--- src/p2c_pkg.sv ---
`timescale 1ns / 1ps
// Types and constants for the scan polar-to-Cartesian converter.
// No dependencies; all other files import this package.
package p2c_pkg;

   localparam int RANGE_W       = 16;
   localparam int INDEX_W       = 11;
   localparam int ANGLE_W       = 16;
   localparam int OUT_W         = 17;
   localparam int CORDIC_STAGES = 16;
   localparam int GAIN_W        = 32;
   localparam int XY_W          = 35;  // covers range * gain * CORDIC growth
   localparam int Z_W           = 21;  // residual angle, 2^20 per turn
   localparam int ROUND_W       = 19;  // rounded x / y before negate
   localparam int MAX_READINGS  = 2048;

   localparam logic [RANGE_W-1:0] GAIN_Q16 = 16'd39797;  // 0.6072529 in Q16

   localparam logic signed [OUT_W-1:0] OUT_MIN = -17'sd65536;
   localparam logic signed [OUT_W-1:0] OUT_MAX = 17'sd65535;

   // round(atan(2^-i) * 2^20 / (2*pi))
   localparam logic signed [Z_W-1:0] ATAN_TABLE [CORDIC_STAGES] = '{
      21'sd131072, 21'sd77376, 21'sd40884, 21'sd20753,
      21'sd10417,  21'sd5213,  21'sd2607,  21'sd1304,
      21'sd652,    21'sd326,   21'sd163,   21'sd81,
      21'sd41,     21'sd20,    21'sd10,    21'sd5
   };

   typedef enum logic {
      CSR_START_ANGLE = 1'b0,
      CSR_ANGLE_STEP  = 1'b1
   } csr_index_type;

   typedef struct packed {
      logic [ANGLE_W-1:0] start_angle;
      logic [ANGLE_W-1:0] angle_step;
   } angle_cfg_type;

   typedef struct packed {
      logic signed [XY_W-1:0] x;
      logic signed [XY_W-1:0] y;
      logic signed [Z_W-1:0]  z;
      logic                   negate;
      logic [INDEX_W-1:0]     point_index;
   } cordic_type;

endpackage

--- src/p2c_cordic_stage.sv ---
`timescale 1ns / 1ps
// One rotation-mode CORDIC iteration with its pipeline register.
// Depends on p2c_pkg (ATAN_TABLE, cordic_type).
module p2c_cordic_stage import p2c_pkg::*; #(
   parameter int STAGE = 0
) (
   input  logic       clock,
   input  logic       reset,
   input  logic       in_valid,
   output logic       in_ready,
   input  cordic_type in_data,
   output logic       out_valid,
   input  logic       out_ready,
   output cordic_type out_data
);

   logic                   valid_ff, valid_in;
   cordic_type             data_ff, data_in;
   logic signed [XY_W-1:0] x_cur, y_cur, x_sh, y_sh;
   logic signed [Z_W-1:0]  z_cur;

   assign in_ready = !valid_ff || out_ready;

   assign x_cur = in_data.x;
   assign y_cur = in_data.y;
   assign z_cur = in_data.z;
   assign x_sh  = x_cur >>> STAGE;
   assign y_sh  = y_cur >>> STAGE;

   always_comb begin
      valid_in = valid_ff;
      data_in  = data_ff;
      if (in_ready) begin
         valid_in = in_valid;
      end
      if (in_ready && in_valid) begin
         data_in = in_data;
         if (!z_cur[Z_W-1]) begin
            data_in.x = x_cur - y_sh;
            data_in.y = y_cur + x_sh;
            data_in.z = z_cur - ATAN_TABLE[STAGE];
         end else begin
            data_in.x = x_cur + y_sh;
            data_in.y = y_cur - x_sh;
            data_in.z = z_cur + ATAN_TABLE[STAGE];
         end
      end
   end

   always_ff @(posedge clock) begin
      if (reset) begin
         valid_ff <= 1'b0;
      end else begin
         valid_ff <= valid_in;
      end
      data_ff <= data_in;
   end

   assign out_valid = valid_ff;
   assign out_data  = data_ff;

endmodule

--- config.mk ---
export PLATFORM = sky130hd
export DESIGN_NAME = p2c_cordic_stage
export DESIGN_NICKNAME = d
export VERILOG_FILES = /design/src/p2c_pkg.sv /design/src/p2c_cordic_stage.sv
export SDC_FILE = /design/constraint.sdc
export NUM_CORES = 1
export LEC_CHECK = 0
export BUFFER_PORTS_ARGS = -buffer_cell sky130_fd_sc_hd__buf_2
export CORE_ASPECT_RATIO = 0.5
export CORE_MARGIN = 4
export CORE_UTILIZATION = 43
export CTS_CLUSTER_SIZE = 12
export DETAILED_ROUTE_END_ITERATION = 10
export PLACE_DENSITY = 0.72
export SLEW_MARGIN = 20
export SYNTH_ARGS = -nofsm -noshare
export SYNTH_HDL_FRONTEND = slang
export SYNTH_SLANG_ARGS = --single-unit
--- constraint.sdc ---
create_clock -name clock -period 10.3 [get_ports clock]
set_input_delay 2.06 -clock clock [delete_from_list [all_inputs] [get_ports clock]]
set_output_delay 2.06 -clock clock [all_outputs]
set_load 0.005 [all_outputs]
==> results.md, run 1 <==
Synth:
- Ranked by instance count, the synthesized netlist is headed by 134 x sky130_fd_sc_hd__a21oi_1, 108 x sky130_fd_sc_hd__inv_1, 104 x sky130_fd_sc_hd__ha_1.
- The total number of yosys warnings is 0.
- In this run the cell area of the synthesized design comes to 9280 µm².
- After technology mapping, the gate count stands at 1057.
- In the synthesized netlist the async set-or-reset flop fraction comes to 0%.
- The synthesized net count is 1272.
- After synthesis, flip-flops and latches occupy 33.2% of the total area.
- The synthesized design devotes to its leading area cell type 33.0% of total area.
- The synthesized design spends more area on one cell type than any other, namely sky130_fd_sc_hd__edfxtp_1.
- Each instance of the synthesized netlist takes up on average 8.78 µm².
- The count of unique library cells instantiated by Yosys is 75.
- The most used flip-flop cell after synthesis is sky130_fd_sc_hd__edfxtp_1.
- The most common cell in the netlist is sky130_fd_sc_hd__a21oi_1.
- Synthesis inferred 103 register bits.
- In this run, synthesis inferred 102 flip-flops with an integrated enable.
- After synthesis, the cell types taking the most area are sky130_fd_sc_hd__edfxtp_1 33%, sky130_fd_sc_hd__ha_1 14%, sky130_fd_sc_hd__a21oi_1 7.2%.

Die:
- The die area is 24100 µm².
- The die is 112 µm tall.
- The initial standard-cell utilization of the core is 44.5%.
- The number of standard-cell rows in the floorplan is 37.
- The core area is 20900 µm².
- The horizontal die dimension is 216 µm.
- Pin placement for this block handled 212 I/O pins.

Clock network:
- The H-tree generated during clock tree synthesis spans 3 levels.
- The post-CTS setup buffer count is 0.
- In this run the deepest clock path goes through 2 buffers.
- The clock reaches the later pin of the worst-skew pair after 370 ps.
- The buffer type at the clock tree root is sky130_fd_sc_hd__clkbuf_16.
- TritonCTS built the clock tree.
- The clock-pin slew on the worst setup and hold paths is 80 ps.
- Clock tree synthesis found a total of 103 sinks.
- After clock tree synthesis, the repair step resized 0 gates.
- The number of buffers added by the clock tree synthesis step is 9.
- After clock tree synthesis, the flow added hold-fix buffers numbering 0.

Critical path:
- Data on the critical path arrives at its endpoint at 5730 ps.
- The worst path required time is 10410 ps.
- Of all nets on the critical path, the largest fanout is 13.
- STA classifies the critical path startpoint as an input pin.
- The kind of critical path is in2reg.
- The type of element capturing the critical path is a flop.

Placed design:
- The total half-perimeter wirelength after legalization and detailed placement is 24.9 mm.
- The placed standard-cell area is 10500 µm².
- The number of input and output port buffers inserted is 211.
- The global placement routability congestion is 0.944.

Detailed routing:
- The detailed router's first-iteration violation count is 908.
- The overall routed net length is 31.4 mm.
- Dividing the detail-routed via count by the number of cells gives 5.74.
- The total DRC errors in the routed layout is 0.
- The mean routed wirelength per cell is 20.5 µm.
- For this run, the detailed router's first-pass iteration total came to 5.
- Across all layers, the routed design uses 8780 vias.
- In this run the remaining antenna-violating nets after routing total 0.

Pwr:
- The maximum ir drop on the vdd rail is 0.0890 mV.
- Dividing total power by cell area gives a power density of 129 nW/µm².
- Summed over all cells, the static leakage comes to 4.81 nW.

Min path:
- The worst hold path belongs to the class reg2reg.

Global routing:
- The maximum number of pins on one net before global-route repair is 58.
- The first global-routing pass estimated 48.4 mm of wire.
- The via count of the first global-routing pass is 8413.
- The residual overflow from global routing is 0.
- The number of antenna violations at the first check in global routing is 0.
- The global-route total usage across every layer is 25.3%.

Cells and area:
- Compared with the post-synthesis result, the final layout area differs by 16.6%.
- In the final layout, the share of cells above drive strength 1 is 20.8%.
- In the final design database the tool counted 1447 nets.
- The repair_antennas step left the layout with diodes totalling 0.
- Once layout is complete, the utilization of the core stands at 51.8%.
- The post-layout instance area is 10800 µm².

Timing:
- The final-report setup violation count is 0.
- Setup repair after global routing left no endpoint under its margin.
- For the finished layout, the period the worst path requires is 5620 ps.
- The maximum operating frequency is 178 MHz.
- The maximum clock skew at final layout is 7.77 ps.
- Headroom to the max-slew limit came out at 22.5%.
- The setup total negative slack is 0 ps.
- For the pin with the worst max-slew slack, the measured transition is 1150 ps.
- The number of hold violations in the final report is 0.
- The number of max-slew violations in the final report is 0.
- The share of the clock period used by the worst path after layout is 54.6%.

Run status:
- The run finished with clean final reports.

Flow run:
- Max-cap violations in this run came to 0.
[state kept, by name (all words and copies together), names as in the netlist]
signal	flops
out_data	102
out_valid	1
[path summary, 6_finish.rpt]
check	from	to	slack, ps	depth (start not counted)
worst max register to register	out_valid	out_data[14]	8150	3
worst min-delay path	out_valid	out_valid	540	2
worst max-delay path	in_data[41]	out_data[100]	4680	12
worst min register to register	out_valid	out_valid	540	2
[per-stage QoR]
stage               hold slack (ps)  power (mW)  std cells  setup slack, ps
finish                          538        1.40       1529             4680
global route                    589        1.48       1529             4610
CTS                             533        1.40       1529             4900
detailed placement              520        1.05       1513             4530
global placement                492        1.05       1513             4500
floorplan                       522       0.866       1057             5240
[placed cells by master (no fill, tap or decap), types with 5 or more instances in the layout]
cell                        synthesis  routed
sky130_fd_sc_hd__nand3_1           18      18
sky130_fd_sc_hd__o31ai_1            7       7
sky130_fd_sc_hd__o21bai_1          24      24
sky130_fd_sc_hd__nand2b_1          11      11
sky130_fd_sc_hd__a31oi_1            9       9
sky130_fd_sc_hd__a21o_1            23      23
sky130_fd_sc_hd__mux2i_1            7       7
sky130_fd_sc_hd__o211ai_1          12      12
sky130_fd_sc_hd__clkbuf_16          0       9
sky130_fd_sc_hd__nand2_1           58      58
sky130_fd_sc_hd__edfxtp_1         102     102
sky130_fd_sc_hd__xnor2_1           59      59
sky130_fd_sc_hd__a211oi_1          12      12
sky130_fd_sc_hd__and2_1             6       5
sky130_fd_sc_hd__ha_1             104     104
sky130_fd_sc_hd__inv_1            108     108
sky130_fd_sc_hd__o21ai_0           65      65
sky130_fd_sc_hd__o21a_1             8       8
sky130_fd_sc_hd__nor4_1            12      12
sky130_fd_sc_hd__nor2b_1            7       7
sky130_fd_sc_hd__nand4_1           15      15
sky130_fd_sc_hd__o221a_2            5       5
sky130_fd_sc_hd__buf_4              1       5
sky130_fd_sc_hd__and3_1             6       6
sky130_fd_sc_hd__nor2_1            83      83
sky130_fd_sc_hd__xor2_1             7       7
sky130_fd_sc_hd__a21oi_1          134     134
sky130_fd_sc_hd__o31a_1             7       7
sky130_fd_sc_hd__nor3_1            16      16
sky130_fd_sc_hd__buf_2              7     211
[layout make-up]
type	instances	area, µm²
Fill cell	1981	10100
Multi-Input combinational cell	791	5580
Timing Repair Buffer	216	1090
Inverter	111	417
Clock inverter	7	61.3
Tap cell	292	365
Sequential cell	103	3080
Clock buffer	9	225
[power breakdown]
part | internal [mW] | leakage, nW | switching (mW) | total, mW
clock network | 0.170 | 0.142 | 0.175 | 0.345
registers | 0.528 | 0.995 | 0.0128 | 0.541
logic | 0.192 | 3.67 | 0.317 | 0.510
total | 0.890 | 4.81 | 0.505 | 1.40
[worst max-delay path, cell delays in order]
cell                        delay (ps)
sky130_fd_sc_hd__buf_2             100
sky130_fd_sc_hd__inv_1              40
sky130_fd_sc_hd__ha_1              480
sky130_fd_sc_hd__and2_1            320
sky130_fd_sc_hd__a221oi_2          370
sky130_fd_sc_hd__nand4b_1          340
sky130_fd_sc_hd__a31oi_1           470
sky130_fd_sc_hd__o21ai_1           200
sky130_fd_sc_hd__a2111oi_2         750
sky130_fd_sc_hd__o21ai_0           300
sky130_fd_sc_hd__nand3_1           210
sky130_fd_sc_hd__xnor2_1            80
[metal layers]
| layer | global-route usage [%] | part of all wire (%) | vias up |
|---|---|---|---|
| met5 | 0 | 0 | - |
| met4 | 4.80 | 1.4 | 0 |
| met3 | 7.64 | 9.8 | 45 |
| met2 | 37.3 | 42 | 406 |
| met1 | 37.0 | 47 | 4170 |
| li1 | - | - | 4159 |
[kinds of logic after synthesis]
group,share of synthesized area [%]
compound gates,25.4
simple gates,12.8
flops,33.2
xor+xnor,6.23
buf+inv,6.73
fa+ha+maj,14.9
mux,0.755
Power figures use the tool's default switching activity.
==> inputs of run 2 (changes only) <==
Clock period 10.3 ns to 5.5 ns, I/O delays scaled along.
==> results.md, run 2 (synthesis gave the netlist of run 1 again) <==
Run status:
- The flow ran to the end, and the final reports show no timing, DRC or antenna violations.

Placed design:
- The global placement routability congestion was 0.942 (-0.23%).
- The total half-perimeter wirelength after legalization and detailed placement came to 25.1 mm (+0.71%).
- The number of input and output port buffers inserted is 211 (unchanged).
- The cell count after placement is 1516 (+0.20%).

Clock network:
- The post-CTS setup buffer count is 0 (unchanged).
- The post-cts repair resize count is 0 (unchanged).
- The number of buffers added by the clock tree synthesis step was 9 (unchanged).
- The clock-pin slew on the worst setup and hold paths came to 70 ps (about the same).
- The number of levels the H-tree was split into is 3 (unchanged).
- TritonCTS built the clock tree.
- The number of clock sinks is 103 (unchanged).
- The cts-stage hold buffer count was 0 (unchanged).
- The maximum buffer depth of the clock tree is 2 (unchanged).
- The insertion delay to the later sink of the worst-skew pair is 390 ps (+20 ps).
- The buffer type at the clock tree root is sky130_fd_sc_hd__clkbuf_16.

Detailed routing:
- The length of the first detailed-routing pass in iterations came to 5 (unchanged).
- The detailed-route via count is 8868 (+1.0%).
- The detailed router's first-iteration violation count is 889 (-2.1%).
- The total DRC errors in the routed layout came to 0 (unchanged).
- The post-detailed-route via-to-cell ratio was 5.78 (+0.74%).
- The remaining antenna violation count was 0 (unchanged).
- The overall routed net length is 31.7 mm (+0.86%).
- The mean routed wirelength per cell was 20.7 µm (+0.60%).

Timing:
- The max-slew headroom at the worst pin is 33.0% (+11 points).
- The final-report setup violation count is 0 (unchanged).
- The number of hold violations in the final report is 0 (unchanged).
- The share of the clock period used by the worst path after layout is 87.1%.
- Setup repair after global routing left no endpoint under its margin.
- The slew at the pin closest to its max-slew limit is 1000 ps (-149 ps).
- The maximum clock skew at final layout is 13.3 ps (+5.58 ps).
- The time the final worst path needs with I/O delays and setup is 4790 ps.
- The number of max-slew violations in the final report is 0 (unchanged).
- The setup total negative slack is 0 ps (unchanged).
- Based on the critical path, the design can be clocked at up to 209 MHz.

Cells and area:
- In the layout the commonest cells are 211 x sky130_fd_sc_hd__buf_2, 134 x sky130_fd_sc_hd__a21oi_1, 108 x sky130_fd_sc_hd__inv_1, 104 x sky130_fd_sc_hd__ha_1, 102 x sky130_fd_sc_hd__edfxtp_1.
- The number of nets in the layout is 1451 (+0.28%).
- The layout overhead on the synthesized area is 17.2%.
- The non-filler instance count after layout was 1533 (+0.26%).
- The flip-flop count of the largest register after layout is 102 (unchanged).
- The fraction of final layout cells sized beyond drive strength 1 is 21.1% (+0.34 points).
- The number of antenna diodes is 0 (unchanged).
- The number of fillers in the final layout is 2002 (+1.1%).
- The most common library cell in the layout ignoring fill and taps is sky130_fd_sc_hd__buf_2.

Flow run:
- The number of maximum-capacitance violations is 0 (unchanged).

Critical path:
- The worst endpoint data arrival time is 4920 ps (-810 ps).
- The kind of critical path is in2reg.
- The largest fanout on the critical path is 3 (-10).
- The worst path required time is 5630 ps (-4780 ps).
- The worst setup path is launched from an input pin.
- The type of element capturing the critical path is a flop.

Die:
- The number of standard-cell rows in the floorplan is 37 (unchanged).
- The initial standard-cell utilization of the core is 44.5% (unchanged).
- The core area is 20900 µm² (unchanged).
- The die extent in y came to 112 µm (unchanged).
- The die area is 24100 µm² (unchanged).
- The number of primary I/O pins was 212 (unchanged).
- The horizontal die dimension was 216 µm (unchanged).

Global routing:
- The number of antenna violations at the first check in global routing is 0 (unchanged).
- The via count of the first global-routing pass is 8464 (+0.61%).
- The maximum number of pins on one net before global-route repair was 88 (+52%).
- The global-route total usage across every layer is 25.8% (+0.49 points).
- The global-route wire length before repair was 48.8 mm (+0.81%).
- The residual overflow from global routing was 0 (unchanged).

Pwr:
- The leakage dissipation came to 4.83 nW (+0.50%).
- The maximum ir drop on the vdd rail is 0.132 mV (+48%).
- The power per cell area is 242 nW/µm² (+87%).

Min path:
- The path class of the tightest hold or removal check is reg2reg.
## run 2: through the flow
step	power (mW)	setup WS (ps)	instance area [µm²]	hold WS (ps)	util, %
floorplan	1.62	1400	9280	522	-
global placement	1.97	455	10600	493	50.6
detailed placement	1.97	501	10600	517	50.6
CTS	2.63	913	10900	528	52.0
global route	2.77	644	10900	584	52.1
finish	2.63	710	10900	526	52.1
## run 2: area by class of cell
cell class              instances  area [µm²]  area share (%)
clock buffers                   9         225            2.07
repair buffers                220        1140            10.5
clock inverters                 7        62.6           0.575
multi-input cells             791        5580            51.3
well taps                     292         365            3.36
flip-flops and latches        103        3080            28.3
inverters                     111         417            3.83
## run 2: critical path, stage by stage
cell and delay, ps:
sky130_fd_sc_hd__buf_2 110, sky130_fd_sc_hd__inv_1 40, sky130_fd_sc_hd__ha_1 310, sky130_fd_sc_hd__fa_1 430, sky130_fd_sc_hd__nand2b_1 180, sky130_fd_sc_hd__a21oi_1 210, sky130_fd_sc_hd__or4_1 320, sky130_fd_sc_hd__a2111oi_0 200
sky130_fd_sc_hd__o41ai_1 890, sky130_fd_sc_hd__a31oi_1 380, sky130_fd_sc_hd__nor3_1 400, sky130_fd_sc_hd__o22ai_1 160, sky130_fd_sc_hd__xnor2_1 170
## run 2: power breakdown
group | internal, mW | switching [mW] | total [mW]
sequential | 0.989 | 0.0250 | 1.01
clock | 0.317 | 0.332 | 0.650
combinational | 0.365 | 0.599 | 0.964
## run 2: worst paths after layout
check	startpoint	endpoint	slack (ps)	cells past startpoint
setup / recovery	in_data[33]	out_data[65]	710	13
hold / removal	out_valid	out_valid	530	2
setup reg to reg	out_valid	out_data[83]	3810	3
hold reg to reg	out_valid	out_valid	530	2
## run 2: metal layers
metal / wire (µm) / vias up / track usage, %
met3: 3210 / 31 / 7.17
met5: 0 / - / 0
li1: - / 4166 / -
met2: 13100 / 429 / 36.8
met4: 408 / 0 / 5.40
met1: 15000 / 4242 / 38.9
