--- config.mk ---
export PLATFORM = sky130hd
export DESIGN_NAME = p2c_finish
export DESIGN_NICKNAME = d
export VERILOG_FILES = /design/src/p2c_pkg.sv /design/src/p2c_finish.sv
export SDC_FILE = /design/constraint.sdc
export NUM_CORES = 1
export LEC_CHECK = 0
export BUFFER_PORTS_ARGS = -buffer_cell sky130_fd_sc_hd__buf_2
export CAP_MARGIN = 30
export CELL_PAD_IN_SITES_DETAIL_PLACEMENT = 0
export CELL_PAD_IN_SITES_GLOBAL_PLACEMENT = 1
export CORE_ASPECT_RATIO = 1.1
export CORE_MARGIN = 4
export CORE_UTILIZATION = 43
export DETAILED_ROUTE_END_ITERATION = 8
export PLACE_DENSITY = 0.85
export SLEW_MARGIN = 25
export SYNTH_ARGS = -nofsm -noshare
export SYNTH_HDL_FRONTEND = slang
export SYNTH_SLANG_ARGS = --single-unit
export TNS_END_PERCENT = 5
--- constraint.sdc ---
create_clock -name clock -period 9.3 [get_ports clock]
set_input_delay 0.465 -clock clock [delete_from_list [all_inputs] [get_ports clock]]
set_output_delay 0.465 -clock clock [all_outputs]
set_load 0.01 [all_outputs]
--- src/p2c_pkg.sv ---
`timescale 1ns / 1ps
// Types and constants for the scan polar-to-Cartesian converter.
// No dependencies; all other files import this package.
package p2c_pkg;

   localparam int RANGE_W       = 16;
   localparam int INDEX_W       = 11;
   localparam int ANGLE_W       = 16;
   localparam int OUT_W         = 17;
   localparam int CORDIC_STAGES = 16;
   localparam int GAIN_W        = 32;
   localparam int XY_W          = 35;  // covers range * gain * CORDIC growth
   localparam int Z_W           = 21;  // residual angle, 2^20 per turn
   localparam int ROUND_W       = 19;  // rounded x / y before negate
   localparam int MAX_READINGS  = 2048;

   localparam logic [RANGE_W-1:0] GAIN_Q16 = 16'd39797;  // 0.6072529 in Q16

   localparam logic signed [OUT_W-1:0] OUT_MIN = -17'sd65536;
   localparam logic signed [OUT_W-1:0] OUT_MAX = 17'sd65535;

   // round(atan(2^-i) * 2^20 / (2*pi))
   localparam logic signed [Z_W-1:0] ATAN_TABLE [CORDIC_STAGES] = '{
      21'sd131072, 21'sd77376, 21'sd40884, 21'sd20753,
      21'sd10417,  21'sd5213,  21'sd2607,  21'sd1304,
      21'sd652,    21'sd326,   21'sd163,   21'sd81,
      21'sd41,     21'sd20,    21'sd10,    21'sd5
   };

   typedef enum logic {
      CSR_START_ANGLE = 1'b0,
      CSR_ANGLE_STEP  = 1'b1
   } csr_index_type;

   typedef struct packed {
      logic [ANGLE_W-1:0] start_angle;
      logic [ANGLE_W-1:0] angle_step;
   } angle_cfg_type;

   typedef struct packed {
      logic signed [XY_W-1:0] x;
      logic signed [XY_W-1:0] y;
      logic signed [Z_W-1:0]  z;
      logic                   negate;
      logic [INDEX_W-1:0]     point_index;
   } cordic_type;

endpackage

--- src/p2c_finish.sv ---
`timescale 1ns / 1ps
// Back end: round to integer (stage R), negate and saturate into the
// output register (stage O). Depends on p2c_pkg.
module p2c_finish import p2c_pkg::*; (
   input  logic                    clock,
   input  logic                    reset,
   input  logic                    in_valid,
   output logic                    in_ready,
   input  cordic_type              in_data,
   output logic                    out_valid,
   input  logic                    out_ready,
   output logic signed [OUT_W-1:0] x_position,
   output logic signed [OUT_W-1:0] y_position,
   output logic [INDEX_W-1:0]      point_index
);

   localparam logic signed [XY_W-1:0] HALF = XY_W'(32768);

   logic                      r_valid_ff, r_valid_in;
   logic signed [ROUND_W-1:0] r_x_ff, r_x_in, r_y_ff, r_y_in;
   logic                      r_neg_ff, r_neg_in;
   logic [INDEX_W-1:0]        r_index_ff, r_index_in;
   logic                      o_valid_ff, o_valid_in;
   logic signed [OUT_W-1:0]   o_x_ff, o_x_in, o_y_ff, o_y_in;
   logic [INDEX_W-1:0]        o_index_ff, o_index_in;

   logic                      r_ready, o_ready;
   logic signed [XY_W-1:0]    x_sum, y_sum;

   function automatic logic signed [OUT_W-1:0] neg_sat(
      input logic signed [ROUND_W-1:0] v,
      input logic                      negate
   );
      logic signed [ROUND_W:0] w;
      w = {v[ROUND_W-1], v};
      if (negate) begin
         w = -w;
      end
      if (w < (ROUND_W+1)'(OUT_MIN)) begin
         return OUT_MIN;
      end else if (w > (ROUND_W+1)'(OUT_MAX)) begin
         return OUT_MAX;
      end
      return w[OUT_W-1:0];
   endfunction

   assign r_ready  = !r_valid_ff || o_ready;
   assign o_ready  = !o_valid_ff || out_ready;
   assign in_ready = r_ready;

   assign x_sum = in_data.x + HALF;
   assign y_sum = in_data.y + HALF;

   always_comb begin
      r_valid_in = r_valid_ff;
      r_x_in     = r_x_ff;
      r_y_in     = r_y_ff;
      r_neg_in   = r_neg_ff;
      r_index_in = r_index_ff;
      if (r_ready) begin
         r_valid_in = in_valid;
      end
      if (r_ready && in_valid) begin
         r_x_in     = ROUND_W'(x_sum >>> 16);
         r_y_in     = ROUND_W'(y_sum >>> 16);
         r_neg_in   = in_data.negate;
         r_index_in = in_data.point_index;
      end
   end

   always_comb begin
      o_valid_in = o_valid_ff;
      o_x_in     = o_x_ff;
      o_y_in     = o_y_ff;
      o_index_in = o_index_ff;
      if (o_ready) begin
         o_valid_in = r_valid_ff;
      end
      if (o_ready && r_valid_ff) begin
         o_x_in     = neg_sat(r_x_ff, r_neg_ff);
         o_y_in     = neg_sat(r_y_ff, r_neg_ff);
         o_index_in = r_index_ff;
      end
   end

   always_ff @(posedge clock) begin
      if (reset) begin
         r_valid_ff <= 1'b0;
         o_valid_ff <= 1'b0;
      end else begin
         r_valid_ff <= r_valid_in;
         o_valid_ff <= o_valid_in;
      end
      r_x_ff     <= r_x_in;
      r_y_ff     <= r_y_in;
      r_neg_ff   <= r_neg_in;
      r_index_ff <= r_index_in;
      o_x_ff     <= o_x_in;
      o_y_ff     <= o_y_in;
      o_index_ff <= o_index_in;
   end

   assign out_valid   = o_valid_ff;
   assign x_position  = o_x_ff;
   assign y_position  = o_y_ff;
   assign point_index = o_index_ff;

endmodule

==> results of run 1 <==
==> sequential cells by signal, indices dropped and copies added, names as in the netlist <==
signal and cells:
r_neg_ff 1, r_x_ff 19, x_position 17, point_index 11, y_position 17, r_valid_ff 1
r_y_ff 19, r_index_ff 11, out_valid 1
==> how the worst max path moves through the flow <==
stage	start	endpoint	slack (ns)	cells past startpoint
4_1_cts	r_y_ff[9]$_DFFE_PP_	y_position[4]$_DFFE_PP_	6.24	5
3_3_place_gp	r_y_ff[9]$_DFFE_PP_	y_position[2]$_DFFE_PP_	6.30	5
6_report	r_y_ff[9]$_DFFE_PP_	y_position[4]$_DFFE_PP_	6.26	5
5_1_grt	r_y_ff[9]$_DFFE_PP_	y_position[4]$_DFFE_PP_	6.02	5
3_5_place_dp	r_y_ff[9]$_DFFE_PP_	y_position[4]$_DFFE_PP_	6.25	5
2_1_floorplan	out_ready	point_index[0]$_DFFE_PP_	6.29	2
==> worst register-to-register path: cells and delay by family (launching register included) <==
kind	cells	cell delay [ns]
flops	1	0.46
compound gates	3	1.21
simple gates	2	1.09
==> area by class of cell <==
class / instances / area share
Tap cell: 147 / 0.0317
Clock buffer: 9 / 0.0388
Inverter: 10 / 0.00647
Multi-Input combinational cell: 282 / 0.319
Timing Repair Buffer: 105 / 0.0914
Sequential cell: 97 / 0.499
Clock inverter: 6 / 0.0144
==> Yosys cell counts, drive strengths merged (4+ instances only) <==
cell    count  share of area
a21oi       5         0.0052
and2        5         0.0065
and3        5         0.0065
clkbuf      8         0.0062
edfxtp     95           0.59
ha          4          0.010
inv        10         0.0078
nand2      23          0.018
nand3      26          0.027
nand4       8          0.010
nor2       27          0.021
nor2b       4         0.0052
nor3        9         0.0094
o21ai      44          0.046
o31ai       7          0.011
o41ai       7          0.013
or2         4         0.0052
or4         7          0.012
xnor2      28          0.051
xor2       36          0.066
==> routing by layer <==
| layer | GRT usage | vias up | wire length [um] |
|---|---|---|---|
| li1 | - | 1720 | - |
| met1 | 0.215 | 1506 | 4510 |
| met2 | 0.212 | 119 | 3890 |
| met3 | 0.0249 | 14 | 544 |
| met4 | 0.0679 | 0 | 197 |
| met5 | 0 | - | 0 |
==> logic make-up (layout without fill, tap and decap cells) <==
| family | count (synthesis) | in the layout | share of synthesized area |
|---|---|---|---|
| adders and majority gates | 4 | 4 | 0.0104 |
| buffers and inverters | 20 | 130 | 0.0172 |
| muxes | 3 | 3 | 0.00625 |
| AOI/OAI and AO/OA | 79 | 79 | 0.103 |
| DFF | 97 | 97 | 0.602 |
| xor gates and xnor gates | 64 | 64 | 0.117 |
| and+or+nand+nor | 132 | 132 | 0.144 |
==> through the flow <==
stage,utilization,cells
detailed placement,0.502,640
global route,0.532,656
CTS,0.531,655
finish,0.532,656
floorplan,-,399
global placement,0.502,640
==> power breakdown <==
group          switching [mW]  internal [mW]  total [mW]
Combinational          0.0636         0.0457       0.109
Clock                   0.144          0.233       0.377
Sequential             0.0169          0.516       0.533
Total                   0.224          0.794        1.02
==> parameters.txt, run 1 <==
Parameter                              Value

Logic synthesis
  Average size of a mapped cell ... 12.0 um2
  Area of the mapped netlist ... 4810 um2
  Distinct cells, synth ... 46
  Sequential cell area fraction in the yosys report ... 0.602
  Proportion of synthesized flip-flops having asynchronous set or reset ... 0
  Post-synth EDFFs ... 95
  Number of register bits inferred by synthesis ... 97
  Post-synth top flop ... edfxtp_1
  Number of warnings printed during yosys synthesis ... 0
  Number of instances in the synthesized netlist ... 399
  Synthesized Nets ... 510

Critical path
  Crit path kind ... flip-flop to flip-flop
  Arrival time reported for the critical path endpoint ... approximately 3.1 ns
  Cell type of the slowest stage on the worst timing path ... a211oi_2
  Slack of the worst reg-to-reg path ... 6.26 ns
  Cell family contributing the most delay on the critical path ... compound AO/OA/AOI/OAI gates
  Critical path endpoint category ... flip-flop
  Cell count of the worst reg-to-reg path ... 5
  Crit path buf inv count ... 0
  Cell Chain, Critical Path ... or4_4 -> or4_4 -> o211a_1 -> a211oi_2 -> o21ai_0
  Most frequent cell on the critical path ... or4_4
  CP max stage delay ... about 0.73 ns
  Beginning of the worst register-to-register path ... r_y_ff[9]$_DFFE_PP_
  Worst-path fanout max ... 16
  Required time worst endpoint ... a little over 9 ns
  Startpoint kind of the worst setup timing path ... flip-flop
  FF-to-FF End ... y_position[4]$_DFFE_PP_

Status
  Outcome ... finished clean

STA
  Setup repair after global routing missed its margin ... no
  Final Hold Viols ... 0
  Min setup slack post-route ... 6.26 ns
  Maximum clock frequency ... ~330 MHz
  Hold WS ... 0.299 ns
  Number of setup violations in the final report ... 0
  Total count of max-transition violations in the final report ... 0
  Post-layout min period ... about 3.0 ns
  Total negative setup slack ... 0 ns
  Worst Tran Pin Value ... ~0.84 ns
  Final setup skew ... 0.00596 ns
  Ratio of final minimum period to clock period ... 0.327
  Max-slew headroom ... 0.436

GRT
  Number of global-route vias before repair ... 3218
  Pin count of the biggest net entering global routing ... 51
  Leftover overflow at the end of global routing ... 0
  GRT Util Overall ... 0.147
  First-pass GRT wire length ... 15.1 mm
  Number of antenna violations at the first check in global routing ... 0

Clocking
  Post-CTS setup buffer count ... 0
  Clock H-tree levels ... 3
  CTS Buf Count ... 9
  Master cell of the clock root buffer ... clkbuf_16
  Clock sink total ... 97
  Number of resized instances in the post-cts repair step ... 0
  Hold_buf cts ... 0
  Clock insertion delay at the later pin of the skew report ... 0.33 ns
  Post-CTS clock slew at the launch and capture registers of the worst setup and hold paths ... ~0.060 ns
  Clock tree from TritonCTS ... built
  Deepest clock path buffer count ... 2

Routing
  DRC violation total after the first TritonRoute iteration ... 174
  Mean routed wirelength per cell ... approximately 14 um
  Via total after detailed routing ... 3359
  WL final ... 9.14 mm
  Average via count per standard cell ... 5.12
  Residual antenna-violating net count after detailed routing ... 0
  First-pass detailed-route iteration total ... 4
  # DRC ... 0

Worst hold path
  Path class of the lowest-slack min-delay path ... input pin to flip-flop
  End of the worst hold path ... r_valid_ff$_SDFFE_PP0N_
  Hold wc startpoint ... reset
  Number of cells on the worst hold path ... 2

Cells and area
  Multi-input logic area ... 1850 um2
  Relative area change from synthesis to final layout ... 20.7%
  Proportion of layout cells with a drive suffix above 1 ... 0.257
  Area occupied by registers ... 2890 um2
  Final #Nets ... between 600 and 700
  # diodes ... 0
  Commonest non-fill, non-tap cells in the layout ... 103 x buf_2, 95 x edfxtp_1, 36 x xor2_1
  Post-layout instance area ... 5800 um2
  Most common library cell in the layout ignoring fill and taps ... buf_2
  Filler instances ... ~980

Die
  Initial Utilization ... 0.441
  Floorplan die height ... around 120 um
  Die Area ... 12900 um2
  Die width ... ~110 um
  Count of boundary I/O pins ... 154
  Number of rows created at floorplan ... 40
  Core footprint ... 10900 um2

Placement
  Instance area at placement ... 5480 um2
  HPWL Detailed ... 6.93 mm
  Port Buf Inserts ... slightly above 100
  GP Congestion ... 0.872
  Pre-CTS worst setup slack ... 6.25 ns

Pwr
  Overall power of the completed layout ... 1.02 mW
  Leakage Power ... 2.13 nW
  PD cells ... 176 nW/um2
  Worst IR Drop VDD ... 0.0708 mV

Flow run
  Max Cap Viol ... 0
No activity file was read; power rests on OpenSTA's default activity.
==> inputs of run 2 (changes only) <==
--- a/config.mk
+++ b/config.mk
@@ -11,9 +11,9 @@
 export CELL_PAD_IN_SITES_GLOBAL_PLACEMENT = 1
 export CORE_ASPECT_RATIO = 1.1
 export CORE_MARGIN = 4
-export CORE_UTILIZATION = 43
+export CORE_UTILIZATION = 40
 export DETAILED_ROUTE_END_ITERATION = 8
-export PLACE_DENSITY = 0.85
+export PLACE_DENSITY = 0.8
 export SLEW_MARGIN = 25
 export SYNTH_ARGS = -nofsm -noshare
 export SYNTH_HDL_FRONTEND = slang
==> constraint.sdc (replaced) <==
create_clock -name clock -period 2.9 [get_ports clock]
set_input_delay 0.145 -clock clock [delete_from_list [all_inputs] [get_ports clock]]
set_output_delay 0.145 -clock clock [all_outputs]
set_load 0.01 [all_outputs]
==> run 2 against run 1 <==
Worst hold slack got worse by 0.26 ns. Cell count up 3.7%. Register-to-register slack worse by 6.1 ns. Combinational power rose to 3.4 times the previous value. Cell area increased by 2.7%. First-iteration DRC count shrank 32%. Clock power rose to 2.9 times the previous value. Via count rose by 2.3%. Worst setup slack got worse by 6.1 ns. Critical path depth rose by 2. Clock-buffer cell count unchanged. Global-route usage fell by 0.24 points. Critical path type unchanged. Largest power group unchanged.
==> parameters.txt, run 2 (synthesis gave the netlist of run 1 again) <==
Parameter                              Value

Status
  Outcome ... finished clean

Clocking
  Deepest clock path buffer count ... 2 (unchanged)
  Clock tree from TritonCTS ... built
  Clock insertion delay at the later pin of the skew report ... 0.34 ns (about the same)
  Master cell of the clock root buffer ... clkbuf_16
  Clock H-tree levels ... 3 (unchanged)
  Clock sink total ... 97 (unchanged)
  Post-CTS clock slew at the launch and capture registers of the worst setup and hold paths ... 0.07 ns (about the same)
  Number of resized instances in the post-cts repair step ... 0 (unchanged)
  CTS Buf Count ... 9 (unchanged)

Die
  Number of rows created at floorplan ... 41 (+2.5%)
  Die Area ... 13800 um2 (+7.0%)
  Initial Utilization ... 0.415 (-0.0260)
  Core footprint ... 11600 um2 (+6.3%)
  Count of boundary I/O pins ... 154 (unchanged)
  Die width ... 113 um (+3.4%)
  Floorplan die height ... 123 um (+3.4%)

STA
  Post-layout min period ... 2.71 ns (-0.330 ns)
  Worst Tran Pin Value ... 0.617 ns (-0.228 ns)
  Final Hold Viols ... 0 (unchanged)
  Total negative setup slack ... 0 ns (unchanged)
  Max-slew headroom ... 0.589 (+0.153)
  Min setup slack post-route ... 0.187 ns (-6.07 ns)
  Total count of max-transition violations in the final report ... 0 (unchanged)
  Maximum clock frequency ... 369 MHz (+12%)
  Setup repair after global routing missed its margin ... no
  Number of setup violations in the final report ... 0 (unchanged)
  Ratio of final minimum period to clock period ... 0.935 (+0.608)
  Final setup skew ... 0.00783 ns (+0.00186 ns)

Critical path
  Critical path endpoint category ... flip-flop
  Startpoint kind of the worst setup timing path ... flip-flop
  Arrival time reported for the critical path endpoint ... 2.90 ns (-0.19 ns)
  Worst-path fanout max ... 16 (unchanged)
  Crit path kind ... flip-flop to flip-flop
  Required time worst endpoint ... 3.09 ns (-6.26 ns)

Routing
  First-pass detailed-route iteration total ... 4 (unchanged)
  Via total after detailed routing ... 3437 (+2.3%)
  Average via count per standard cell ... 5.05 (-1.3%)
  # DRC ... 0 (unchanged)
  WL final ... 10.0 mm (+9.3%)
  Residual antenna-violating net count after detailed routing ... 0 (unchanged)
  DRC violation total after the first TritonRoute iteration ... 119 (-32%)
  Mean routed wirelength per cell ... 14.7 um (+5.5%)

Pwr
  Leakage Power ... 2.19 nW (+2.9%)
  Overall power of the completed layout ... 3.17 mW (+210%)
  PD cells ... 532 nW/um2 (+200%)
  Int Power ... 2.41 mW (+200%)
  Combinational group share of total power ... 0.118 (+0.011)
  Switching power summed over all nets ... 0.768 mW (+240%)
  Fraction of power spent switching nets ... 0.242 (+0.0217)
  Worst IR Drop VDD ... 0.217 mV (+210%)
  Clock share of power ... 0.343 (-0.027)
  Sequential share of power ... 0.539 (+0.016)

Cells and area
  Final #Nets ... 636 (+3.2%)
  # diodes ... 0 (unchanged)
  Most common library cell in the layout ignoring fill and taps ... buf_2
  Proportion of layout cells with a drive suffix above 1 ... 0.262 (+0.00490)
  Fraction of the core area covered by cells at the end of the flow ... 0.514 (-0.0177)
  Commonest non-fill, non-tap cells in the layout ... 102 x buf_2, 95 x edfxtp_1, 36 x xor2_1
  Biggest regs ... r_x_ff (19), r_y_ff (19)
  Relative area change from synthesis to final layout ... 24.0%

GRT
  Pin count of the biggest net entering global routing ... 51 (unchanged)
  First-pass GRT wire length ... 16.0 mm (+6.2%)
  GRT Util Overall ... 0.144 (-0.00237)
  Number of antenna violations at the first check in global routing ... 0 (unchanged)
  Leftover overflow at the end of global routing ... 0 (unchanged)
  Number of global-route vias before repair ... 3298 (+2.5%)

Placement
  GP Congestion ... 0.907 (+4.1%)
  HPWL Detailed ... 7.53 mm (+8.5%)
  Pre-CTS worst setup slack ... 0.0941 ns (-6.16 ns)
  Port Buf Inserts ... 102 (unchanged)

Worst hold path
  Path class of the lowest-slack min-delay path ... input pin to flip-flop

Flow run
  Max Cap Viol ... 0 (unchanged)
## run 2: cell types whose count changed in the layout (fill, tap and decap cells not counted), moves of 2 or more
cell | previous run | this run
bufinv_16 | 2 | 0
buf_4 | 2 | 10
clkinv_2 | 3 | 1
clkinvlp_4 | 0 | 3
dlygate4sd3_1 | 0 | 13
inv_6 | 0 | 3
## run 2: path summary, 6_finish.rpt
kind	startpoint	end	slack [ns]	cells after the start
setup reg to reg	r_y_ff[0]$_DFFE_PP_	y_position[0]$_DFFE_PP_	0.19	7
setup / recovery	r_y_ff[0]$_DFFE_PP_	y_position[0]$_DFFE_PP_	0.19	7
hold / removal	in_valid	r_valid_ff$_SDFFE_PP0N_	0.04	3
hold reg to reg	r_index_ff[4]$_DFFE_PP_	point_index[4]$_DFFE_PP_	0.42	0
## run 2: layout make-up
| type | count | area [um2] |
|---|---|---|
| clock inverters | 7 | 53.8 |
| repair buffers | 125 | 716 |
| multi-input cells | 282 | 1850 |
| inverters | 10 | 37.5 |
| well taps | 150 | 188 |
| fillers | 1055 | 5630 |
| clock buffers | 9 | 225 |
| flip-flops and latches | 97 | 2890 |
## run 2: power by group through the flow
stage | Clock [mW] | Combinational, mW | Sequential (mW)
floorplan | 0 | 0.198 | 1.74
global placement | 0 | 0.357 | 1.74
detailed placement | 0 | 0.364 | 1.74
CTS | 1.12 | 0.379 | 1.71
global route | 1.18 | 0.422 | 1.72
finish | 1.09 | 0.375 | 1.71
## run 2: layer usage
| metal | share of wire | routed length (um) | GRT usage |
|---|---|---|---|
| met5 | 0 | 0 | 0 |
| met4 | 0.011 | 110 | 0.0466 |
| met3 | 0.048 | 476 | 0.0328 |
| met2 | 0.44 | 4390 | 0.209 |
| met1 | 0.50 | 5010 | 0.216 |
## run 2: metrics by stage
step	hold slack (ns)	cells	area, um2
global placement	0.319	651	5540
global route	0.0520	680	5960
CTS	0.0390	680	5950
detailed placement	0.323	651	5540
floorplan	0.217	399	4810
finish	0.0422	680	5960
## run 2: worst max-delay path, stage by stage, from the launching register on
cell and delay [ns]:
edfxtp_1 0.41, inv_1 0.11, ha_1 0.21, or4b_1 0.48
or4_1 0.48, o2111ai_1 0.20, nand3_1 0.40, a21oi_1 0.26
## run 2: timing repair
| item | 4_1_cts | 5_1_grt |
|---|---|---|
| hold buffers | 13 | 0 |
| buffers inserted | 0 | 0 |
| hold endpoints to repair | 14 | 0 |
