===== src/p2c_pkg.sv =====
`timescale 1ns / 1ps
// Types and constants for the scan polar-to-Cartesian converter.
// No dependencies; all other files import this package.
package p2c_pkg;

   localparam int RANGE_W       = 16;
   localparam int INDEX_W       = 11;
   localparam int ANGLE_W       = 16;
   localparam int OUT_W         = 17;
   localparam int CORDIC_STAGES = 16;
   localparam int GAIN_W        = 32;
   localparam int XY_W          = 35;  // covers range * gain * CORDIC growth
   localparam int Z_W           = 21;  // residual angle, 2^20 per turn
   localparam int ROUND_W       = 19;  // rounded x / y before negate
   localparam int MAX_READINGS  = 2048;

   localparam logic [RANGE_W-1:0] GAIN_Q16 = 16'd39797;  // 0.6072529 in Q16

   localparam logic signed [OUT_W-1:0] OUT_MIN = -17'sd65536;
   localparam logic signed [OUT_W-1:0] OUT_MAX = 17'sd65535;

   // round(atan(2^-i) * 2^20 / (2*pi))
   localparam logic signed [Z_W-1:0] ATAN_TABLE [CORDIC_STAGES] = '{
      21'sd131072, 21'sd77376, 21'sd40884, 21'sd20753,
      21'sd10417,  21'sd5213,  21'sd2607,  21'sd1304,
      21'sd652,    21'sd326,   21'sd163,   21'sd81,
      21'sd41,     21'sd20,    21'sd10,    21'sd5
   };

   typedef enum logic {
      CSR_START_ANGLE = 1'b0,
      CSR_ANGLE_STEP  = 1'b1
   } csr_index_type;

   typedef struct packed {
      logic [ANGLE_W-1:0] start_angle;
      logic [ANGLE_W-1:0] angle_step;
   } angle_cfg_type;

   typedef struct packed {
      logic signed [XY_W-1:0] x;
      logic signed [XY_W-1:0] y;
      logic signed [Z_W-1:0]  z;
      logic                   negate;
      logic [INDEX_W-1:0]     point_index;
   } cordic_type;

endpackage


===== src/p2c_angle_prep.sv =====
`timescale 1ns / 1ps
// Front end: index * step and range * gain (stage A), angle sum, quadrant
// fold and CORDIC seed (stage B). Depends on p2c_pkg.
module p2c_angle_prep import p2c_pkg::*; (
   input  logic               clock,
   input  logic               reset,
   input  angle_cfg_type      cfg,
   input  logic               in_valid,
   output logic               in_ready,
   input  logic [RANGE_W-1:0] range_value,
   input  logic               no_return,
   input  logic [INDEX_W-1:0] reading_index,
   output logic               out_valid,
   input  logic               out_ready,
   output cordic_type         out_data
);

   logic               a_valid_ff, a_valid_in;
   logic [INDEX_W-1:0] a_index_ff, a_index_in;
   logic [ANGLE_W-1:0] a_prod_ff, a_prod_in;
   logic [GAIN_W-1:0]  a_gain_ff, a_gain_in;
   logic               b_valid_ff, b_valid_in;
   cordic_type         b_data_ff, b_data_in;

   logic               a_ready, b_ready, keep;
   logic [ANGLE_W-1:0] angle, folded;
   logic               turn;

   assign a_ready  = !a_valid_ff || b_ready;
   assign b_ready  = !b_valid_ff || out_ready;
   assign in_ready = a_ready;

   // no-return readings are taken but leave a bubble; all indices are kept
   assign keep = !no_return && (32'(reading_index) < MAX_READINGS);

   always_comb begin
      a_valid_in = a_valid_ff;
      a_index_in = a_index_ff;
      a_prod_in  = a_prod_ff;
      a_gain_in  = a_gain_ff;
      if (a_ready) begin
         a_valid_in = in_valid && keep;
      end
      if (a_ready && in_valid) begin
         a_index_in = reading_index;
         a_prod_in  = ANGLE_W'(ANGLE_W'(reading_index) * cfg.angle_step);
         a_gain_in  = GAIN_W'(GAIN_W'(range_value) * GAIN_W'(GAIN_Q16));
      end
   end

   // angles in [1/4, 3/4) turn get half a turn added, result negated later
   assign angle  = cfg.start_angle + a_prod_ff;
   assign turn   = angle[ANGLE_W-1] ^ angle[ANGLE_W-2];
   assign folded = {angle[ANGLE_W-1] ^ turn, angle[ANGLE_W-2:0]};

   always_comb begin
      b_valid_in = b_valid_ff;
      b_data_in  = b_data_ff;
      if (b_ready) begin
         b_valid_in = a_valid_ff;
      end
      if (b_ready && a_valid_ff) begin
         b_data_in.x           = XY_W'(a_gain_ff);
         b_data_in.y           = '0;
         b_data_in.z           = {folded[ANGLE_W-1], folded, 4'b0000};
         b_data_in.negate      = turn;
         b_data_in.point_index = a_index_ff;
      end
   end

   always_ff @(posedge clock) begin
      if (reset) begin
         a_valid_ff <= 1'b0;
         b_valid_ff <= 1'b0;
      end else begin
         a_valid_ff <= a_valid_in;
         b_valid_ff <= b_valid_in;
      end
      a_index_ff <= a_index_in;
      a_prod_ff  <= a_prod_in;
      a_gain_ff  <= a_gain_in;
      b_data_ff  <= b_data_in;
   end

   assign out_valid = b_valid_ff;
   assign out_data  = b_data_ff;

endmodule


===== config.mk =====
export PLATFORM = sky130hd
export DESIGN_NAME = p2c_angle_prep
export DESIGN_NICKNAME = d
export VERILOG_FILES = /design/src/p2c_pkg.sv /design/src/p2c_angle_prep.sv
export SDC_FILE = /design/constraint.sdc
export NUM_CORES = 1
export LEC_CHECK = 0
export BUFFER_PORTS_ARGS = -buffer_cell sky130_fd_sc_hd__buf_2
export CORE_AREA = 5 5 179 311
export DETAILED_ROUTE_END_ITERATION = 10
export DIE_AREA = 0 0 184 316
export PLACE_DENSITY = 0.42
export SYNTH_ARGS = -nofsm -noshare
export SYNTH_HDL_FRONTEND = slang
export SYNTH_SLANG_ARGS = --single-unit

===== constraint.sdc =====
create_clock -name clock -period 17.4 [get_ports clock]
set_clock_uncertainty 0.1 [all_clocks]
set_input_delay 3.48 -clock clock [delete_from_list [all_inputs] [get_ports clock]]
set_output_delay 3.48 -clock clock [all_outputs]
set_load 0.005 [all_outputs]

==> impl_metrics.tcl, run 1 <==
set metrics [dict create \
    synth_edf_count 119 \
    ir_drop_mv 0.08349 \
    min_path_type "flop to flop" \
    holdPathEnd "out_data[10]" \
    post_cts_buffers 0 \
    fin_nets 1726 \
    syn_area_per_cell_um2 11.07 \
    worst_ep_arrival_time_ps 9130 \
    ys_ff_latch 121 \
    status "complete, no violations" \
    initial_core_util 0.2468 \
    yosysWarnings 0 \
    ctsHtreeMaxLevel 4 \
    cts_tree "built" \
    ys_top_cells_by_area "fa_1 27%, edfxtp_1 27%, ha_1 16%" \
    routed_wl_um 34000 \
    slew_violations 0 \
    grt.total_usage 0.1204 \
    dpl.hpwl_um 29040 \
    placedCellCount 1976 \
    routed_via_density 4.157 \
    hold_buffers 0 \
    area_delta_synth_final_pct 14.36 \
    setup_violations 0 \
    cp_max_fo 6 \
    clkTransAtPathRegs_ps 60 \
    critical_path_class "primary input to flop" \
    yosys-top-cells-count "251 x inv_1, 179 x fa_1, 172 x ha_1" \
    min_from "a_index_ff[10]" \
    p_leak_nw 7.065 \
    clk_latency_ps 440 \
    worstSetupEndpointType "flop" \
    nFillCells 5568 \
    critPathLaunchType "primary input" \
    min_delay_path_depth 0 \
    rsz0062_at_grt "false" \
    fin_tns_setup_ps 0 \
    synth_cell_types 50 \
    drtIter0Drc 173 \
    grt-busiest-layer "met2" \
    r2r_setup_slack_ps 14440 \
    ctsResizeCount 0 \
    port_buffers 126 \
    worst_pin_slew_ps 894.8 \
    synth_top_area_cell "fa_1" \
    die_area_um2 58140 \
    die_y_um 316 \
    antenna_found_initial 3 \
    routabilityCongestion 0.8444 \
    layout-drive-gt1-share 0.1276 \
    regArea_um2 3613 \
    dr.pass1.iters 4 \
    async_flop_share 0 \
    met2_usage 0.2536 \
    avgRoutedWirePerCell_um 16.92 \
    clock_sinks 121 \
    worstReg2RegStart "a_prod_ff[0]" \
    met1_usage 0.1063 \
    ys.flop_type "edfxtp_1" \
    overflow 0 \
    coreArea_um2 52970 \
    finalHoldViolations 0 \
    syn-cell-area_um2 13070 \
    finalCriticalPeriod_ps 9036 \
    grt_pass1_vias 9399 \
    grt_max_degree 61 \
    cap_violations 0 \
    r2r-end "out_data[11]" \
    fin_crit_sh 0.5193 \
    die_w_um 184 \
    grt_pass1_wl_um 52380 \
    synth.yosys.seq_area_share 0.2764 \
    ctsLongestPathBuffers 2 \
    vias 8351 \
    cts-root-buf "clkbuf_16" \
    use_met3 0.02348 \
    relSlewSlack 0.4035 \
    synth_top_area_share 0.2741 \
    final_cells 2009 \
    power_density_nw_per_um2 192.3 \
    detail-route-antenna-nets 0 \
    cp.required_ps 17490 \
    timing.fmax_mhz 110.7 \
    numCtsBuffers 17 \
    rows 112 \
    multi_input_area_um2 8305 \
    rr_worst_depth 11 \
    synth_most_common_cell "inv_1" \
    netlist_instances 1181 \
    io_pins 169 \
    drcViolationCount 0 \
]
==> kinds of logic (layout without fill, tap and decap cells) <==
group,after synthesis,in the layout,share of synthesized area
AO/OA/AOI/OAI,115,115,0.05877
XOR/XNOR,65,65,0.04355
adder cells (fa/ha/maj),351,351,0.4387
buffers and inverters,308,410,0.1008
flip-flops,121,121,0.2764
multiplexers,1,1,0.0007657
other,1,43,0.0002869
AND/OR/NAND/NOR,219,219,0.08069
==> per-stage QoR <==
step	area, um^2	hold slack (ps)	utilization	power, mW	setup slack (ps)
floorplan	13230	300.3	-	2.062	8533
global placement	14360	301.6	0.2710	2.540	7948
detailed placement	14360	304.5	0.2710	2.556	7857
CTS	14950	319.8	0.2822	2.942	8371
global route	14950	326.3	0.2822	3.201	8078
finish	14950	317.3	0.2822	2.874	8364
==> final cells by class <==
cell class                      count  area share
Multi-Input combinational cell    793      0.5556
Sequential cell                   121      0.2417
Inverter                          251     0.06302
Tap cell                          684     0.05725
Timing Repair Buffer              127     0.04269
Clock buffer                       18     0.02871
Clock inverter                     14     0.01088
Antenna cell                        1   0.0001674
==> report_power, final <==
| group | internal, mW | switching (mW) | total [mW] | leakage (nW) |
|---|---|---|---|---|
| sequential | 0.514 | 0.0159 | 0.530 | 1.15 |
| clock | 0.214 | 0.147 | 0.362 | 0.288 |
| combinational | 0.875 | 1.11 | 1.98 | 5.63 |
==> layout by cell type, fill, tap and decap left out, types with 3 or more instances in the layout <==
cell and n:
nor2b_1 6, nor3_1 7, inv_6 5, o21bai_1 4, conb_1 42, and3_1 7
buf_2 126, nand3_1 6, o21ai_1 3, or2_2 3, a21o_1 15, xor2_1 17
nor2_1 32, nand4_1 3, xnor2_1 48, a21oi_1 35, ha_1 172, clkbuf_16 17
o21a_1 5, and2_1 48, edfxtp_1 119, nand2_1 91, a211oi_1 4, a31oi_1 3
fa_1 179, nand2b_1 10, o21ai_0 20, a21boi_0 5, inv_1 251, clkinv_4 4
o211ai_1 3
==> worst max-delay path, cell delays in order <==
cell and delay [ps]:
buf_2 160, inv_1 230, fa_1 470, fa_1 490, inv_1 50, fa_1 480
fa_1 510, fa_1 490, inv_1 50, fa_1 470, inv_1 40, ha_1 370
and4_4 260, and3_1 180, nand3_1 100, a21oi_1 490, a41oi_1 270, a21oi_1 260
mux2i_1 200, nand2_1 60
==> worst max-delay path by stage <==
stage          slack [ps]       endpoint  cells past startpoint             from
4_1_cts              8370  a_gain_ff[31]                     20  range_value[10]
3_3_place_gp         7950  a_gain_ff[31]                     20  range_value[10]
3_5_place_dp         7860  a_gain_ff[31]                     20  range_value[10]
5_1_grt              8080  a_gain_ff[28]                     22   range_value[8]
2_1_floorplan        8530  a_gain_ff[31]                     19   range_value[9]
6_report             8360  a_gain_ff[30]                     20  range_value[11]
==> flip-flops by register name, indices dropped and copies added, names as in the netlist <==
signal,flops
a_prod_ff,16
out_data,60
out_valid,1
a_gain_ff,32
a_index_ff,11
a_valid_ff,1
==> routing by layer <==
metal | up-vias | wire (um)
li1 | 3961 | -
met1 | 4146 | 10870
met5 | - | 26
met4 | 4 | 1056
met2 | 185 | 20550
met3 | 55 | 1493
(Power assumes the default switching activity.)
==> run 2: changes to the inputs <==
PLACE_DENSITY = 0.43   (was 0.42)
clock period = 7.2 ns   (was 17.4 ns; I/O delays follow)
==> run 2 against run 1 <==
Compared with the run above:
- non-clock buffer count is 37 higher
- sequential power grew 140%
- final cell count increased by 1.8%
- total power increased to 2.5 times the previous value
- core utilization is 0.50 points higher
- sequential share of layout area fell by 0.42 points
- sequential cell count did not move
- count of clock-buffer cells in the layout is 1 lower
- critical path depth grew 2
- cell area grew 1.8%
- largest cell class unchanged
- first-iteration DRC count up 1.7%
- setup slack lost 8100 ps
==> impl_metrics.tcl, run 2 (same netlist as run 1, synthesis figures left out) <==
set metrics [dict create \
    min_path_type "flop to flop" \
    die_w_um 184 \
    critical-path-slowest-cell "fa_1" \
    routed_wl_um 33230 \
    worstReg2RegStart "a_prod_ff[1]" \
    cp_max_fo 4 \
    cap_violations 0 \
    r2r-end "out_data[11]" \
    cp.buffers_inverters 7 \
    status "complete, no violations" \
    die_area_um2 58140 \
    coreArea_um2 52970 \
    dr.pass1.iters 4 \
    worst_pin_slew_ps 877.9 \
    ctsHtreeMaxLevel 4 \
    slowest_delay_ps 510 \
    rows 112 \
    power_density_nw_per_um2 473.9 \
    grt_pass1_vias 9729 \
    io_pins 169 \
    hold_buffers 0 \
    drcViolationCount 0 \
    cpLargestDelayFamily "adder cells" \
    worst_ep_arrival_time_ps 7000 \
    critPathLaunchType "primary input" \
    slew_violations 0 \
    grt.total_usage 0.1189 \
    drtIter0Drc 176 \
    cp.depth 22 \
    finalCriticalPeriod_ps 6913 \
    largest_reg_flops 60 \
    avgRoutedWirePerCell_um 16.25 \
    setup_violations 0 \
    vias 8558 \
    clk_latency_ps 440 \
    fin_nets 1763 \
    final.setup.worst_slack_ps 286.5 \
    routabilityCongestion 0.8420 \
    area_delta_synth_final_pct 16.37 \
    cts_tree "built" \
    min_from "a_gain_ff[7]" \
    detail-route-antenna-nets 0 \
    num_antenna_cells 0 \
    antenna_found_initial 2 \
    crit_path_cell_trace "buf_2 > inv_1 > buf_4 > fa_1 > fa_1 > inv_1 > fa_1 > fa_1 > fa_1 > inv_1 > fa_1 > inv_1 > ha_1 > and4_4 > and3_1 > nand3_1 > a21oi_1 > a41oi_1 > buf_4 > a21oi_1 > mux2i_1 > nand2_1" \
    startpoint "range_value[8]" \
    die_y_um 316 \
    routed_via_density 4.185 \
    grt_max_degree 61 \
    post_cts_buffers 0 \
    p_total_mw 7.210 \
    overflow 0 \
    layout_commonest_cell "inv_1" \
    cp_common_cell "fa_1" \
    fin_crit_sh 0.9602 \
    grt_pass1_wl_um 52120 \
    dpl.hpwl_um 28650 \
    ctsLongestPathBuffers 2 \
    cts-root-buf "clkbuf_16" \
    numCtsBuffers 17 \
    ir_drop_mv 0.3067 \
    timing.fmax_mhz 144.6 \
    clock_sinks 121 \
    rsz0062_at_grt "false" \
    rr_worst_depth 9 \
    initial_core_util 0.2468 \
    finalHoldViolations 0 \
    worstSetupEndpointType "flop" \
    preCtsSetupSlack_ps -153.6 \
    port_buffers 126 \
    mostFrequentLayoutCells "251 x inv_1, 179 x fa_1, 172 x ha_1, 126 x buf_2, 119 x edfxtp_1" \
    min_delay_path_depth 0 \
    clkTransAtPathRegs_ps 70 \
    ctsResizeCount 0 \
    cp.required_ps 7280 \
    holdPathEnd "out_data[75]" \
    relSlewSlack 0.4148 \
    p_leak_nw 7.239 \
    r2r_setup_slack_ps 4300 \
    critical_path_class "primary input to flop" \
    layout-drive-gt1-share 0.1521 \
]
-- run 2: worst max-delay path by stage --
stage                     slack, ps            end
after floorplan                 370  a_gain_ff[31]
after global placement          -60  a_gain_ff[31]
after detailed placement       -150  a_gain_ff[30]
after CTS                       330  a_gain_ff[30]
after global routing            100  a_gain_ff[31]
final                           290  a_gain_ff[30]
-- run 2: metrics by stage --
| step | instances | setup TNS, ps | util | hold WS [ps] | cell area, um^2 |
|---|---|---|---|---|---|
| detailed placement | 2013 | -529.6 | 0.2762 | 304.5 | 14630 |
| floorplan | 1222 | 0 | - | 300.3 | 13230 |
| global placement | 2013 | -115.0 | 0.2762 | 303.8 | 14630 |
| CTS | 2045 | 0 | 0.2872 | 319.7 | 15210 |
| global route | 2045 | 0 | 0.2872 | 323.6 | 15210 |
| finish | 2045 | 0 | 0.2872 | 315.0 | 15210 |
-- run 2: report_power, final --
part           switching [mW]  internal, mW  leakage, nW  total (mW)
clock                   0.371         0.488        0.282       0.859
combinational            2.72          2.35         5.81        5.07
sequential             0.0398          1.24         1.15        1.28
-- run 2: final cells by class --
cell class | instances | area, um^2
fill | 5612 | 37760
multi-input combinational | 793 | 8305
sequential | 121 | 3613
inverter | 251 | 942.2
timing repair buffer | 164 | 915.9
tap | 684 | 855.8
clock buffer | 17 | 425.4
clock inverter | 15 | 153.9
-- run 2: per-layer routing --
metal	track usage	wire length, um	vias to the layer above
li1	-	-	4044
met1	0.1007	10140	4255
met2	0.2506	20150	189
met3	0.02095	1418	66
met4	0.06189	1498	4
met5	0	21	-
-- run 2: worst reg2reg max path, delay by kind of cell (launching register included) --
family                   cells  cell delay (ps)
AO/OA/AOI/OAI                6             1580
flip-flops                   1              400
adder cells (fa/ha/maj)      1              290
XOR/XNOR                     2              280
==> run 3: changes to the inputs <==
CORE_AREA = 2 2 176 308   (was 5 5 179 311)
DIE_AREA = 0 0 178 310   (was 0 0 184 316)
==> run 3 against run 2 <==
Compared with the run above:
- largest cell class unchanged
- fmax grew 1.1%
- sequential share of layout area is essentially flat
- highest routed layer unchanged
- global-route usage grew 0.94 points
- critical path depth is the same
- sequential cell count is the same
==> impl_metrics.tcl, run 3 (same netlist as run 1, synthesis figures left out) <==
set metrics [dict create \
    largest_reg_flops 60 \
    cap_violations 0 \
    hold_buffers 0 \
    p_clk_frac 0.126 \
    routed_via_density 4.145 \
    internal_power_mw 4.117 \
    die_area_um2 55180 \
    critical_path_class "primary input to flop" \
    fin_crit_sh 0.9496 \
    placedCellCount 2013 \
    final_cells 2046 \
    overflow 0 \
    holdPathEnd "out_data[98]" \
    worst_ep_arrival_time_ps 6930 \
    dpl.hpwl_um 28750 \
    post_cts_buffers 0 \
    layout_commonest_cell "inv_1" \
    critPathLaunchType "primary input" \
    power.share.sequential 0.176 \
    min_delay_path_depth 0 \
    clock_sinks 121 \
    area_delta_synth_final_pct 16.60 \
    worstSetupEndpointType "flop" \
    ctsLongestPathBuffers 2 \
    rows 112 \
    netSwitchingFraction 0.4335 \
    ctsHtreeMaxLevel 4 \
    cts-root-buf "clkbuf_16" \
    port_buffers 126 \
    switchingPower_mw 3.150 \
    r2r_setup_slack_ps 4160 \
    worstReg2RegStart "a_prod_ff[0]" \
    initial_core_util 0.2474 \
    ctsResizeCount 0 \
    r2r-end "out_data[11]" \
    min_from "a_gain_ff[30]" \
    die_w_um 178 \
    dr.pass1.iters 4 \
    power_density_nw_per_um2 476.8 \
    rr_worst_depth 11 \
    p_total_mw 7.267 \
    cp.required_ps 7290 \
    worst_pin_slew_ps 875.6 \
    grt.total_usage 0.1282 \
    timing.fmax_mhz 146.3 \
    antenna_found_initial 3 \
    routed_wl_um 33610 \
    relSlewSlack 0.4163 \
    min_path_type "flop to flop" \
    setup_violations 0 \
    cp_max_fo 4 \
    status "complete, no violations" \
    finalHoldViolations 0 \
    rsz0062_at_grt "false" \
    slew_violations 0 \
    die_y_um 310 \
    vias 8480 \
    finalCriticalPeriod_ps 6837 \
    routabilityCongestion 0.8147 \
    cts_tree "built" \
    final.setup.worst_slack_ps 362.7 \
    numCtsBuffers 17 \
    ir_drop_mv 0.2303 \
    p_leak_nw 7.255 \
    preCtsSetupSlack_ps -144.5 \
    layout-drive-gt1-share 0.1521 \
    fin_nets 1763 \
    grt_pass1_wl_um 52070 \
    avgRoutedWirePerCell_um 16.43 \
    drtIter0Drc 194 \
    clk_latency_ps 450 \
    post-route-util 0.2885 \
    coreArea_um2 52830 \
    grt_pass1_vias 9669 \
    clkTransAtPathRegs_ps 60 \
    drcViolationCount 0 \
    mostFrequentLayoutCells "251 x inv_1, 179 x fa_1, 172 x ha_1, 126 x buf_2, 119 x edfxtp_1" \
    power_frac_comb 0.698 \
    detail-route-antenna-nets 0 \
    io_pins 169 \
    grt_max_degree 61 \
]
## run 3: cell count changes in the layout (fill, tap and decap cells not counted)
cell        delta
clkinvlp_4     -1
bufinv_16      +1
clkinv_4       +2
inv_8          +2
inv_6          -4
diode_2        +1
## run 3: stage by stage
step / hold WS [ps] / TNS, ps / instance area (um^2)
final: 318.7 / 0 / 15240
after global routing: 324.7 / 0 / 15240
after CTS: 321.7 / 0 / 15240
after detailed placement: 306.2 / -426.0 / 14630
after global placement: 302.1 / -126.7 / 14630
after floorplan: 300.3 / 0 / 13230
## run 3: power by group through the flow
stage	Sequential (mW)	Combinational (mW)	Clock (mW)
floorplan	1.29	3.69	0
global placement	1.30	5.08	0
detailed placement	1.30	5.12	0
CTS	1.29	5.16	0.953
global route	1.30	5.80	0.971
finish	1.28	5.07	0.915
## run 3: per-layer routing
metal,track usage,share of wire,up-vias
met5,0,0.00077,-
met2,0.2692,0.60,175
met1,0.1096,0.32,4219
met3,0.01967,0.032,53
li1,-,-,4029
met4,0.07244,0.046,4
## run 3: final cells by class
class / count / area, um^2
fill: 5595 / 37590
clock inverter: 15 / 181.4
sequential: 121 / 3613
multi-input combinational: 793 / 8305
clock buffer: 17 / 425.4
tap: 684 / 855.8
inverter: 251 / 942.2
timing repair buffer: 164 / 915.9
antenna: 1 / 2.502
## run 3: worst max-delay path by stage
stage,slack [ps],start,endpoint,depth (start not counted)
after floorplan,370,range_value[9],a_gain_ff[31],19
after global placement,-50,range_value[8],a_gain_ff[31],21
after detailed placement,-140,range_value[8],a_gain_ff[31],21
after CTS,360,range_value[8],a_gain_ff[31],21
after global routing,20,range_value[8],a_gain_ff[30],22
final,360,range_value[8],a_gain_ff[30],22
## run 3: critical path, cell delays in order
cell and delay (ps):
buf_2 110, inv_1 100, buf_4 150, fa_1 500, fa_1 490, inv_1 50, fa_1 480, fa_1 510
fa_1 490, inv_1 50, fa_1 470, inv_1 40, ha_1 290, and4_4 230, and3_1 180, nand3_1 100
a21oi_1 430, a41oi_1 180, buf_4 170, a21oi_1 200, mux2i_1 220, nand2_1 60
